`config.mk`:
```
export PLATFORM = sky130hd
export DESIGN_NAME = sorted_ranking_table_core
export DESIGN_NICKNAME = d
export VERILOG_FILES = /design/src/hw/rtl/srt_pkg.sv /design/src/hw/rtl/srt_cell.sv /design/src/hw/rtl/sorted_ranking_table_core.sv
export SDC_FILE = /design/constraint.sdc
export NUM_CORES = 1
export LEC_CHECK = 0
export ABC_AREA = 1
export BUFFER_PORTS_ARGS = -buffer_cell sky130_fd_sc_hd__buf_2
export CAP_MARGIN = 25
export CORE_MARGIN = 4
export CORE_UTILIZATION = 40
export DETAILED_ROUTE_END_ITERATION = 10
export GPL_TIMING_DRIVEN = 0
export PLACE_DENSITY_LB_ADDON = 0.08
export SLEW_MARGIN = 20
export SYNTH_ARGS = -nofsm -noshare
export SYNTH_HDL_FRONTEND = slang
export SYNTH_SLANG_ARGS = --single-unit
```
`constraint.sdc`:
```
create_clock -name clk -period 5.9 [get_ports clk]
set_clock_uncertainty 0.2 [all_clocks]
set_input_delay 0.295 -clock clk [delete_from_list [all_inputs] [get_ports clk]]
set_output_delay 0.295 -clock clk [all_outputs]
set_load 0.02 [all_outputs]
```
`src/hw/rtl/srt_pkg.sv`:
```
`timescale 1ns / 1ps
// ----------------------------------------------------------------------------
// Sorted ranking table package
// Shared widths, operation and status codes, and the structs that pass
// between the top level and the row of table cells.
// ----------------------------------------------------------------------------
package srt_pkg;

  localparam int SCORE_W       = 32;
  localparam int OP_W          = 2;
  localparam int STATUS_W      = 2;
  localparam int RANK_W        = 3;
  localparam int POS_W         = 3;
  localparam int COUNT_OUT_W   = 4;
  localparam int DEPTH_DEFAULT = 8;

  localparam logic [OP_W-1:0] OP_INSERT = 2'd0;
  localparam logic [OP_W-1:0] OP_DELETE = 2'd1;
  localparam logic [OP_W-1:0] OP_READ   = 2'd2;

  localparam logic [STATUS_W-1:0] ST_DONE        = 2'd0;
  localparam logic [STATUS_W-1:0] ST_NOT_FOUND   = 2'd1;
  localparam logic [STATUS_W-1:0] ST_RANK_BEYOND = 2'd2;

  // Command broadcast to every cell.
  typedef struct packed {
    logic               ins;
    logic               del;
    logic [SCORE_W-1:0] value;
  } srt_cmd_t;

  // Flags a cell hands on to its right-hand neighbour and to the top level.
  typedef struct packed {
    logic hit;        // insert point lies at or before this cell
    logic seen;       // a matching entry lies at or before this cell
    logic first_ins;  // this cell is the insert point
    logic first_del;  // this cell holds the first matching entry
  } srt_link_t;

endpackage

```
`src/hw/rtl/srt_cell.sv`:
```
`timescale 1ns / 1ps
// ----------------------------------------------------------------------------
// Sorted ranking table cell
// Holds one score, compares it with the broadcast value and shifts in a
// neighbour's score when an entry is inserted before it or removed at or before it.
// ----------------------------------------------------------------------------
module srt_cell
  import srt_pkg::*;
(
  input  logic               clk,
  input  srt_cmd_t           cmd,
  input  logic               ins_occ,
  input  logic               del_occ,
  input  srt_link_t          left_link,
  input  logic [SCORE_W-1:0] left_score,
  input  logic [SCORE_W-1:0] right_score,
  output srt_link_t          link,
  output logic [SCORE_W-1:0] score
);

  logic [SCORE_W-1:0] score_r;
  logic [SCORE_W-1:0] score_nxt;
  logic               match;

  assign match          = del_occ && (score_r == cmd.value);
  assign link.hit       = !ins_occ || (score_r < cmd.value);
  assign link.seen      = left_link.seen || match;
  assign link.first_ins = link.hit && !left_link.hit;
  assign link.first_del = match && !left_link.seen;
  assign score          = score_r;

  always_comb begin
    score_nxt = score_r;
    if (cmd.ins) begin
      if (link.first_ins) begin
        score_nxt = cmd.value;
      end else if (left_link.hit) begin
        score_nxt = left_score;
      end
    end else if (cmd.del && link.seen) begin
      score_nxt = right_score;
    end
  end

  always_ff @(posedge clk) begin
    score_r <= score_nxt;
  end

endmodule

```
`src/hw/rtl/sorted_ranking_table_core.sv`:
```
`timescale 1ns / 1ps
// ----------------------------------------------------------------------------
// Sorted ranking table core
// Keeps up to DEPTH unsigned scores in descending order in a row of cells and
// answers insert, delete and read operations with one result word each.
// ----------------------------------------------------------------------------
//
//   Channel   Direction  Handshake            Payload
//   in_       input      in_valid / in_stall   in_operation, in_score, in_rank
//   out_      output     out_valid / out_stall out_status, out_position,
//                                              out_read_score, out_entry_count
//
// Each accepted word is fully processed in the cycle it is accepted: every
// cell compares its score with the broadcast value and shifts in parallel, so
// one word can be taken per cycle while the output is not stalled, and its result appears in the next cycle.
// The result sits in an output register; a new word is taken while that
// register is empty or being emptied in the same cycle.
// Reset (rst_n, synchronous, active low) empties the table and the output
// register; the cell contents themselves are not cleared, as the entry count
// alone decides which cells are live.
// ----------------------------------------------------------------------------
module sorted_ranking_table_core
  import srt_pkg::*;
#(
  parameter int DEPTH = DEPTH_DEFAULT
) (
  input  logic                   clk,
  input  logic                   rst_n,
  input  logic                   in_valid,
  output logic                   in_stall,
  input  logic [OP_W-1:0]        in_operation,
  input  logic [SCORE_W-1:0]     in_score,
  input  logic [RANK_W-1:0]      in_rank,
  output logic                   out_valid,
  input  logic                   out_stall,
  output logic [STATUS_W-1:0]    out_status,
  output logic [POS_W-1:0]       out_position,
  output logic [SCORE_W-1:0]     out_read_score,
  output logic [COUNT_OUT_W-1:0] out_entry_count
);

  // Count width holds DEPTH itself; index width addresses a cell.
  localparam int CW  = $clog2(DEPTH + 1);
  localparam int IW  = (DEPTH > 1) ? $clog2(DEPTH) : 1;
  localparam int PW  = (IW > POS_W) ? IW : POS_W;
  localparam int XW  = (CW > COUNT_OUT_W) ? CW : COUNT_OUT_W;
  localparam int RW  = (CW > RANK_W) ? CW : RANK_W;

  logic                   accept;
  srt_cmd_t               cmd;
  logic [CW-1:0]          count_r;
  logic [CW-1:0]          count_nxt;
  logic [CW-1:0]          n_ins;
  logic [DEPTH-1:0]       ins_occ;
  logic [DEPTH-1:0]       del_occ;
  srt_link_t              link      [DEPTH];
  logic [SCORE_W-1:0]     cell_score[DEPTH];
  logic [PW-1:0]          pos_ins;
  logic [PW-1:0]          pos_del;
  logic [RW-1:0]          rank_x;
  logic                   rank_ok;
  logic [SCORE_W-1:0]     rd_score;
  logic                   found;

  logic                   out_valid_r;
  logic                   out_valid_nxt;
  logic [STATUS_W-1:0]    status_r;
  logic [STATUS_W-1:0]    status_nxt;
  logic [PW-1:0]          pos_r;
  logic [PW-1:0]          pos_nxt;
  logic [SCORE_W-1:0]     rd_r;
  logic [SCORE_W-1:0]     rd_nxt;
  logic [XW-1:0]          cnt_out_r;

  // The input waits only while an unread result is being held back.
  assign in_stall = out_valid_r && out_stall;
  assign accept   = in_valid && !in_stall;

  // The state only moves on an accepted word.
  assign cmd.ins   = accept && (in_operation == OP_INSERT);
  assign cmd.del   = accept && (in_operation == OP_DELETE);
  assign cmd.value = in_score;

  // A full table drops its last entry first, so an insert searches among
  // one fewer live cells and always finds its place inside the row.
  assign n_ins = (count_r == CW'(DEPTH)) ? CW'(DEPTH - 1) : count_r;

  genvar g;
  generate
    for (g = 0; g < DEPTH; g++) begin : g_cell
      srt_link_t          l_link;
      logic [SCORE_W-1:0] l_score;
      logic [SCORE_W-1:0] r_score;

      assign ins_occ[g] = CW'(g) < n_ins;
      assign del_occ[g] = CW'(g) < count_r;

      if (g == 0) begin : g_head
        assign l_link  = '0;
        assign l_score = '0;
      end else begin : g_body
        assign l_link  = link[g-1];
        assign l_score = cell_score[g-1];
      end

      if (g == DEPTH - 1) begin : g_tail
        assign r_score = cell_score[g];
      end else begin : g_mid
        assign r_score = cell_score[g+1];
      end

      srt_cell u_cell (
        .clk         (clk),
        .cmd         (cmd),
        .ins_occ     (ins_occ[g]),
        .del_occ     (del_occ[g]),
        .left_link   (l_link),
        .left_score  (l_score),
        .right_score (r_score),
        .link        (link[g]),
        .score       (cell_score[g])
      );
    end
  endgenerate

  // Exactly one cell at most flags itself as the insert point or as the first
  // match, so the position is the OR of the flagged indices.
  always_comb begin
    pos_ins = '0;
    pos_del = '0;
    for (int i = 0; i < DEPTH; i++) begin
      if (link[i].first_ins) begin
        pos_ins = pos_ins | PW'(i);
      end
      if (link[i].first_del) begin
        pos_del = pos_del | PW'(i);
      end
    end
  end

  assign found = link[DEPTH-1].seen;

  // A rank below the entry count always addresses a live cell.
  assign rank_x  = RW'(in_rank);
  assign rank_ok = rank_x < RW'(count_r);

  always_comb begin
    rd_score = '0;
    for (int i = 0; i < DEPTH; i++) begin
      if (RW'(i) == rank_x) begin
        rd_score = rd_score | cell_score[i];
      end
    end
  end

  always_comb begin
    count_nxt  = count_r;
    status_nxt = ST_DONE;
    pos_nxt    = '0;
    rd_nxt     = '0;
    case (in_operation)
      OP_INSERT: begin
        count_nxt = n_ins + CW'(1);
        pos_nxt   = pos_ins;
      end
      OP_DELETE: begin
        if (found) begin
          count_nxt = count_r - CW'(1);
          pos_nxt   = pos_del;
        end else begin
          status_nxt = ST_NOT_FOUND;
        end
      end
      OP_READ: begin
        if (rank_ok) begin
          pos_nxt = PW'(in_rank);
          rd_nxt  = rd_score;
        end else begin
          status_nxt = ST_RANK_BEYOND;
        end
      end
      default: begin
        status_nxt = ST_DONE;
      end
    endcase
  end

  assign out_valid_nxt = accept ? 1'b1 : (out_valid_r && out_stall);

  always_ff @(posedge clk) begin
    if (!rst_n) begin
      count_r     <= '0;
      out_valid_r <= 1'b0;
    end else begin
      out_valid_r <= out_valid_nxt;
      if (accept) begin
        count_r <= count_nxt;
      end
    end
  end

  always_ff @(posedge clk) begin
    if (accept) begin
      status_r  <= status_nxt;
      pos_r     <= pos_nxt;
      rd_r      <= rd_nxt;
      cnt_out_r <= XW'(count_nxt);
    end
  end

  assign out_valid       = out_valid_r;
  assign out_status      = status_r;
  assign out_position    = pos_r[POS_W-1:0];
  assign out_read_score  = rd_r;
  assign out_entry_count = cnt_out_r[COUNT_OUT_W-1:0];

endmodule

```
# Yosys cells after proc, flatten, opt, wreduce, memory -nomap -nowiden

Index checks and enable logic that the tools add are counted.

Add/subtract/negate cells: 2
Magnitude comparators: 25
Equal/unequal tests: 25
Mux-type cells: 61
Bitwise gates (word level): 7
Reductions and logical operators: 90

Operators with widths:

| kind                                              | count |
|---|---|
| 2-to-1 mux 32 bit                                 | 37 |
| == test 32 bit                                    | 8 |
| < comparator 32 bit                               | 8 |
| bitwise OR 32 bit                                 | 7 |
| logical AND 1 bit                                 | 33 |
| < comparator 3 x 4 -> 1 bit, first input constant | 8 |
| 2-to-1 mux 3 bit                                  | 10 |
| logical NOT 1 bit                                 | 23 |
| != test 3 x 1 -> 1 bit, second input constant     | 6 |
| AND reduction 2 bit                               | 9 |
| < comparator 1 x 4 -> 1 bit, first input constant | 4 |
| < comparator 2 x 4 -> 1 bit, first input constant | 4 |
| nonzero test 2 bit                                | 8 |
| logical OR 1 bit                                  | 15 |
| == test 3 bit, first input constant               | 4 |
| 2-to-1 mux 2 bit                                  | 5 |
| case mux 3 bit (3 select lines)                   | 1 |
| 2-to-1 mux 4 bit                                  | 2 |
| case mux 4 bit (2 select lines)                   | 1 |
| == test 2 x 3 -> 1 bit, first input constant      | 2 |
| adder 4 x 1 -> 4 bit, second input constant       | 1 |
| == test 4 bit, second input constant              | 1 |
| logical NOT 4 bit                                 | 1 |
| < comparator 3 x 4 -> 1 bit                       | 1 |
| other kinds (8)                                   | 11 |

Flip-flop bits (word level): 302
Input port bits: 41
Output and inout bits: 43

# Logic depth before layout (Yosys ltp)

Gate-level depths: netlist of run 1.

Depth in word-level cells: 16
Gate-level depth with buffers: 19

# By module

Synthesis of run 1 repeated with hierarchy kept, for this count alone.

Cells, all modules: 3,899
Area total of the unflattened synthesis: 27,624.0 um^2

By module, submodules not included:

| module                    | instances | cells an instance | area each (um^2) | seq. area each (um^2) |
|---|---|---|---|---|
| srt_cell                  | 8         | 396               | 2,895.3          | 960.9 |
| sorted_ranking_table_core | 1         | 731               | 4,461.8          | 1,331.3 |

# Least setup slack after synthesis of run 1

OpenSTA, ideal clock, no wires.

Path kind: register to register
Start point: register out_valid_r (netlist: out_valid)
End point: register g_cell[0].u_cell.score_r[0] (enable)
Setup time: 472 ps
Arrival time: 4,450 ps
Required time: 5,228 ps
Slack: 778 ps
Stages on the path, launching flop included: 8
Clock period less this slack: 5,122 ps
Cells stage by stage: dfxtp_1 -> nand2_1 -> inv_1 -> nor2_4 -> inv_1 -> nor2_1 -> inv_1 -> o32ai_1

Longest elaborated chain between the ends: 7
Elaborated cells on any way between the ends: 9
Classes of those cells: 1 x eq/ne; 8 x reduce/logical

RTL lines:

| what                                     | RTL line                         | text |
|---|---|---|
| start: declaration                       | sorted_ranking_table_core.sv:65  | `logic out_valid_r;` |
| start signal: assignment                 | sorted_ranking_table_core.sv:195 | `out_valid_r <= out_valid_nxt;` |
| logical AND 1 bit (*)                    | sorted_ranking_table_core.sv:76  | `assign in_stall = out_valid_r && out_stall;` |
| net in_stall                             | sorted_ranking_table_core.sv:30  | `output logic in_stall,` |
| logical NOT 1 bit (*)                    | sorted_ranking_table_core.sv:77  | `assign accept = in_valid && !in_stall;` |
| logical AND 1 bit (*)                    | sorted_ranking_table_core.sv:77  |  |
| net accept                               | sorted_ranking_table_core.sv:49  | `logic accept;` |
| logical AND 1 bit                        | sorted_ranking_table_core.sv:81  | `assign cmd.del = accept && (in_operation == OP_DELETE);` |
| logical AND 1 bit                        | srt_cell.sv:40                   | `end else if (cmd.del && link.seen) begin` |
| nonzero test 2 bit (no source line)      | --                               |  |
| AND reduction 2 bit (no source line) (*) | --                               |  |
| end signal: assignment                   | srt_cell.sv:46                   | `score_r <= score_nxt;` |
| end: declaration                         | srt_cell.sv:21                   | `logic [SCORE_W-1:0] score_r;` |

Mark *: on every way through the listed nets, which the timed path passes. The rest lies on a longest branch.
A chain may end at the register's enable or synchronous reset.

# Final worst setup path of run 1

Start point: input in_score[26]
End point: register pos_r[0] (netlist: out_position[0]) (data pin)

Longest elaborated chain between the ends: 13
Elaborated cells on any way between the ends: 71
Classes of those cells: 8 x order compare; 8 x eq/ne; 16 x mux; 39 x reduce/logical

RTL lines:

| what                                                         | RTL line                         | text |
|---|---|---|
| start: declaration                                           | sorted_ranking_table_core.sv:32  | `input logic [SCORE_W-1:0] in_score,` |
| branches (longest 12 deep; another with < comparator 32 bit) | --                               |  |
| case mux 3 bit (3 select lines) (*)                          | sorted_ranking_table_core.sv:161 | `case (in_operation)` |
| net pos_nxt[0]                                               | sorted_ranking_table_core.sv:70  | `logic [PW-1:0] pos_nxt;` |
| end signal: assignment                                       | sorted_ranking_table_core.sv:205 | `pos_r <= pos_nxt;` |
| end: declaration                                             | sorted_ranking_table_core.sv:69  | `logic [PW-1:0] pos_r;` |

Mark *: on every way through the listed nets, which the timed path passes.

==> metrics.md, run 1 <==
| Metric | Value |
|---|---|
| Peak VDD IR | 0.200 mV |
| CP cell instances | dlygate4sd3_1 > buf_2 > inv_1 > ha_1 > nand2_1 > nor2_1 > nand2_1 > nor3_1 > nand2_1 > nand2_1 > nand2_1 > nand2_1 > buf_6 > nand2_1 > o21ai_0 > a21oi_1 |
| Max clock buf depth | 3 |
| Largest net degree at the start of global routing | 22 |
| Reg2Reg Depth | 10 |
| Port bufs | 82 |
| Hold EP | out_position[0]$_DFFE_PP_ |
| Outcome | finished clean |
| Startpoint types | input pin |
| CP most frequent cell | nand2_1 |
| Actual slew at the worst max-slew pin | 1.22 ns |
| Final Non-Filler Cells | 3705 |
| Number of buffers created by CTS | 41 |
| Antenna Cells | 0 |
| Die area | about 0.06 mm^2 |
| Tmin final | 4.42 ns |
| R2r setup slk | 1.72 ns |
| Static leakage | 11.1 nW |
| Pins over their slew limit | 0 |
| DP Wirelength | a little under 80000 um |
| Crit end category | flop |
| Synthesis warning total | 0 |
| Htree depth | 2 |
| CP max stage delay | 0.76 ns |
| Syn_nets | 3053 |
| Hold WC Path Type | in2reg |
| Core Region | 0.0553 mm^2 |
| CTS tree | built |
| Gr ovfl total | 0 |
| Clock slew at reported path FFs | 0.06 ns |
| Area growth, synth to finish | 15.7% |
| Pre-Repair DR Iteration Count | 6 |
| Final wirelength | 103000 um |
| Setup Viol. Count Final | 0 |
| Vias in the first global route | 21.0k |
| DR vias | 22.2k |
| Crit Reg-Reg Endpoint | g_cell[7].u_cell.score[19]$_DFFE_PP_ |
| Fin crit share | roughly 75% |
| Arr. time, crit path | 4.51 ns |
| Layout cells sized above 1 | 8.96% |
| Vias per inst | 5.98 |
| Critical-path maximum fanout | 10 |
| Max Cap Violations | 0 |
| CP Class | in2reg |
| Row count | 86 |
| Reg2reg start | out_valid$_SDFF_PN0_ |
| Req. time, crit path | 5.99 ns |
| Fmax | between 200 and 250 MHz |
| Average wire per standard cell | 27.8 um |
| Cts repair resizes | 0 |
| First-pass GRT wire length | 145000 um |
| Initial Utilization | roughly two fifths |
| DRT iter0 DRCs | 2866 |
| Die width | 245 um |
| Final setup TNS | 0 ns |
| Top cells by area, synth | edfxtp_1, ha_1, a21oi_1 |
| Post-route ant nets | 0 |
| Root Driver | clkbuf_16 |
| Gr usage total | between 30 and 40% |
| Avg Inst Size Synth | 8.16 um^2 |
| Die height | 245 um |
| Post-synth top area share | 39.8% |
| CTS sink count | 302 |
| FF+latch count, synth | 302 |
| Placer Congestion | 0.993 |
| Final nets | between 3k and 4k |
| RSZ-0062 raised after global routing | no |
| Library cells used by synthesis | 48 |
| Relative slew margins | between 10% and 20% |
| Worst-Skew Late Latency | 0.59 ns |
| Final Hold Fails | 0 |
| Slowest cell on the critical path | nor3_1 |
| Inst Count DP | 3598 |
| Hold Path Stages | 3 |
| Post-synthesis sequential area ratio | 40.2% |
| Cells after synthesis | 2746 |
| Hold path start | in_operation[1] |
| DRC viols | 0 |
| PwrDens | roughly 240 mW/mm^2 |
| I/O Pins | 84 |
| Leading area contributor after synthesis | edfxtp_1 |
| Antenna violations before repair | 0 |
| Cell Area, Synth | 0.0224 mm^2 |
[area by class of cell]
type,instances,area (um^2)
tap,748,936
clock inverter,16,143
buffer,131,637
multi-input combinational,1996,11700
clock buffer,54,1150
fill,5567,29400
inverter,317,1190
sequential,302,9020
timing repair buffer,141,1210
[metal layers]
layer | up-vias | wire length, um | global-route usage (%)
met1 | 10700 | 42800 | 45.6
met4 | 0 | 6030 | 16.8
met2 | 1229 | 44800 | 51.4
met5 | - | 0 | 0
met3 | 246 | 9340 | 5.09
li1 | 10000 | - | -
[layout by cell type, fill, tap and decap left out, drive strengths merged, types with 2 or more instances in the layout]
master / count
a21boi: 5
a21oi: 428
a31oi: 12
a21o: 3
nand2: 480
nor3: 18
buf: 175
o21a: 8
o21ai: 481
dfxtp: 5
ha: 266
a221oi: 17
bufinv: 2
inv: 318
o22ai: 38
nand3b: 2
nor2: 158
nand3: 46
edfxtp: 297
dlygate4sd3: 35
o211ai: 3
nand4: 18
clkbuf: 116
a211oi: 3
clkinv: 12
[sequential cells by signal (all words and copies together), names as in the netlist]
register / flops
out_position: 3
out_valid: 1
out_entry_count: 4
count_r: 4
out_status: 2
g_cell.u_cell.score: 256
out_read_score: 32
[report_power, final]
| group | internal (W) | switching [W] | leakage, nW | total [W] |
|---|---|---|---|---|
| registers | 0.00246 | 0.0000492 | 2.80 | 0.00251 |
| logic | 0.000343 | 0.000881 | 7.68 | 0.00122 |
| clock network | 0.00145 | 0.00105 | 0.628 | 0.00249 |
[worst max-delay path: cells and delay by family]
kind | cells | cell delay [ns]
buf+inv | 4 | 1.27
simple gates | 9 | 2.00
fa+ha+maj | 1 | 0.39
compound gates | 2 | 0.54
[per-stage QoR]
step | power [W] | setup WS (ns) | utilization [%] | hold WS, ns | cell area (um^2)
after floorplan | 0.00319 | 0.778 | - | 0.237 | 22400
after global placement | 0.00367 | -3.02 | 43.0 | 0.269 | 23800
after detailed placement | 0.00372 | 1.49 | 43.9 | 0.277 | 24300
after CTS | 0.00620 | 1.54 | 46.9 | 0.0322 | 25900
after global routing | 0.00641 | 1.36 | 46.9 | 0.0578 | 25900
final | 0.00622 | 1.48 | 46.9 | 0.0423 | 25900
[how the worst max path moves through the flow]
stage	from	endpoint	slack, ns	cells after the start
after floorplan	out_valid$_SDFF_PN0_	g_cell[0].u_cell.score[0]$_DFFE_PP_	0.78	7
after global placement	out_stall	g_cell[4].u_cell.score[18]$_DFFE_PP_	-3.02	8
after detailed placement	in_score[26]	out_position[0]$_DFFE_PP_	1.49	15
after CTS	in_score[26]	out_position[0]$_DFFE_PP_	1.54	16
after global routing	in_score[27]	g_cell[7].u_cell.score[23]$_DFFE_PP_	1.36	14
final	in_score[26]	out_position[0]$_DFFE_PP_	1.48	16
[Yosys cell counts, drive strengths merged]
master    n
nand3b    2
o32ai     1
o21ai   481
a31oi    12
o22ai    38
nor3     18
o21a      8
clkbuf   62
o31ai     1
dfxtp     5
and3      1
o211ai    3
nand2   480
a21oi   428
nand3    46
a21boi    5
nor3b     1
a21o      3
and2      1
a22oi     1
nand4    18
edfxtp  297
xor2      1
ha      266
inv     317
xnor2     1
nor4      1
a221oi   17
buf      69
nor2    158
a211oi    3
o21bai    1
[cells by family after synthesis]
group / count (synthesis) / share of synthesized area (%)
XOR/XNOR: 2 / 0.0782
flip-flops: 302 / 40.2
AND/OR/NAND/NOR: 726 / 13.1
buffers and inverters: 448 / 8.14
AO/OA/AOI/OAI: 1002 / 23.6
adder cells (fa/ha/maj): 266 / 14.8
[timing repair]
| item | 4_1_cts | 5_1_grt |
|---|---|---|
| hold endpoints to repair | 174 | 0 |
| endpoints found under the setup margin | 0 | 0 |
| buffers inserted | 0 | 0 |
| hold buffers | 35 | 0 |
Note: power is estimated with default switching activity, not from simulation.
==> run 2, diff against run 1 <==
==> constraint.sdc (replaced) <==
create_clock -name clk -period 3.81 [get_ports clk]
set_clock_uncertainty 0.2 [all_clocks]
set_input_delay 0.1905 -clock clk [delete_from_list [all_inputs] [get_ports clk]]
set_output_delay 0.1905 -clock clk [all_outputs]
set_load 0.02 [all_outputs]
==> metrics.md, run 2 (synthesis results as in run 1) <==
| Metric | Value |
|---|---|
| Outcome | finished clean |
| Max Cap Violations | 0 |
| Placer Congestion | 1.03 |
| RSZ-0062 raised after global routing | yes |
| DP Wirelength | 76200 um |
| Root Driver | clkbuf_16 |
| Post-route cell area | 0.0262 mm^2 |
| Design Power | 0.00970 W |
| Die width | about 240 um |
| Vias in the first global route | 21.5k |
| Fmax | ~270 MHz |
| Arr. time, crit path | about 3.9 ns |
| Critical-path maximum fanout | 10 |
| Final Hold Fails | 0 |
| Comb pwr share | slightly below 20% |
| Core Region | 0.0553 mm^2 |
| Htree depth | 2 |
| Antenna violations before repair | 4 |
| Static leakage | 11.2 nW |
| DR vias | between 20k and 25k |
| Gr usage total | 33.0% |
| Clk pwr share | 40.2% |
| PwrDens | 371 mW/mm^2 |
| Pins over their slew limit | 0 |
| I/O Pins | 84 |
| Req. time, crit path | 3.90 ns |
| Number of buffers created by CTS | 40 |
| Startpoint types | input pin |
| DRT iter0 DRCs | 2586 |
| Final wirelength | 102000 um |
| Largest net degree at the start of global routing | 23 |
| Die area | approximately 0.060 mm^2 |
| Tmin final | 3.76 ns |
| Max reg flops | 256 |
| Port bufs | 82 |
| CP Class | in2reg |
| Hold WC Path Type | in2reg |
| Layout cells sized above 1 | under 10% |
| Final WS setup | 0.0547 ns |
| Gr ovfl total | 0 |
| Clock slew at reported path FFs | 0.06 ns |
| Fin crit share | 98.6% |
| DP Worst Slack | -0.363 ns |
| Average wire per standard cell | 27.4 um |
| Met2 wire len | 44600 um |
| FILL cells | ~5.6k |
| CTS tree | built |
| Finished Core Util | 47.3% |
| Row count | 86 |
| Crit end category | flop |
| Net Sw Frac | 31.4% |
| Max clock buf depth | 3 |
| Area growth, synth to finish | 16.7% |
| Setup Viol. Count Final | 0 |
| Metal3 WL | ~11000 um |
| Worst-Skew Late Latency | 0.59 ns |
| Relative slew margins | 20.2% |
| Peak VDD IR | 0.265 mV |
| Initial Utilization | between 40% and 50% |
| Top Metal Used | met5 |
| Placed cell area | 0.0243 mm^2 |
| CTS sink count | 302 |
| Internal power | 0.00665 W |
| Met1 wire length | between 40000 and 50000 um |
| Die height | 245 um |
| Post-route ant nets | 0 |
| Final setup TNS | 0 ns |
| Pre-Repair DR Iteration Count | 6 |
| First-pass GRT wire length | 145000 um |
| Sequential fraction of design power | 40.0% |
| DRC viols | 0 |
| Vias per inst | approximately 6.0 |
| Most frequent cells in the layout | nand2_1, a21oi_1, o21ai_0, inv_1, edfxtp_1 |
| Actual slew at the worst max-slew pin | around 1.2 ns |
| Psw | 0.00305 W |
| Most common cell after layout, fill and taps aside | nand2_1 |
| Final nets | between 3k and 4k |
==> run 2: layout make-up <==
type / instances / area, um^2 / area share [%]
Timing Repair Buffer: 156 / 1330 / 5.09
Sequential cell: 302 / 9020 / 34.5
Multi-Input combinational cell: 1996 / 11700 / 44.7
Clock inverter: 19 / 196 / 0.751
Tap cell: 748 / 936 / 3.58
Buffer: 131 / 661 / 2.53
Clock buffer: 54 / 1110 / 4.23
Inverter: 317 / 1200 / 4.59
Antenna cell: 2 / 5.00 / 0.0191
==> run 2: path summary, 6_finish.rpt <==
| kind | startpoint | end | slack (ns) | depth (start not counted) |
|---|---|---|---|---|
| worst min register to register | g_cell[7].u_cell.score[23]$_DFFE_PP_ | g_cell[6].u_cell.score[23]$_DFFE_PP_ | 0.39 | 2 |
| worst max-delay path | in_score[12] | g_cell[7].u_cell.score[1]$_DFFE_PP_ | 0.05 | 15 |
| worst min-delay path | in_score[9] | g_cell[7].u_cell.score[9]$_DFFE_PP_ | 0.02 | 3 |
| worst max register to register | g_cell[7].u_cell.score[15]$_DFFE_PP_ | g_cell[7].u_cell.score[1]$_DFFE_PP_ | 0.18 | 12 |
==> run 2: metrics by stage <==
stage | hold WS [ns] | std cells
floorplan | 0.132 | 2746
global placement | 0.254 | 3576
detailed placement | 0.259 | 3597
CTS | 0.00662 | 3714
global route | 0.0365 | 3723
finish | 0.0177 | 3725
==> run 2: worst max-delay path, cell delays in order <==
cell and delay [ns]:
dlygate4sd3_1 0.52, buf_2 0.21, inv_1 0.24, ha_1 0.35, nand4_1 0.23, nor3_1 0.80, nand2_1 0.11, nand2_1 0.10
nand2_1 0.08, nand2_1 0.08, nand2_1 0.06, nand2_1 0.15, buf_6 0.22, buf_2 0.36, o21ai_0 0.12
==> run 2: what timing repair did <==
item,CTS,global route
pin swaps,1,3
buffers inserted,1,8
setup endpoints to repair,38,204
hold buffers,43,0
resized for setup,4,36
endpoints found under the hold margin,232,0
==> run 2: power by group through the flow <==
stage                     clock (W)  sequential [W]  combinational [W]
after floorplan                   0         0.00397           0.000980
after global placement            0         0.00395            0.00173
after detailed placement          0         0.00395            0.00180
after CTS                   0.00394         0.00388            0.00185
after global routing        0.00408         0.00389            0.00205
final                       0.00390         0.00388            0.00192
==> run 2: layer usage <==
metal	track usage (%)	vias up
met4	15.8	2
met1	43.5	10700
met3	7.85	275
li1	-	10100
met5	0	-
met2	51.2	1259
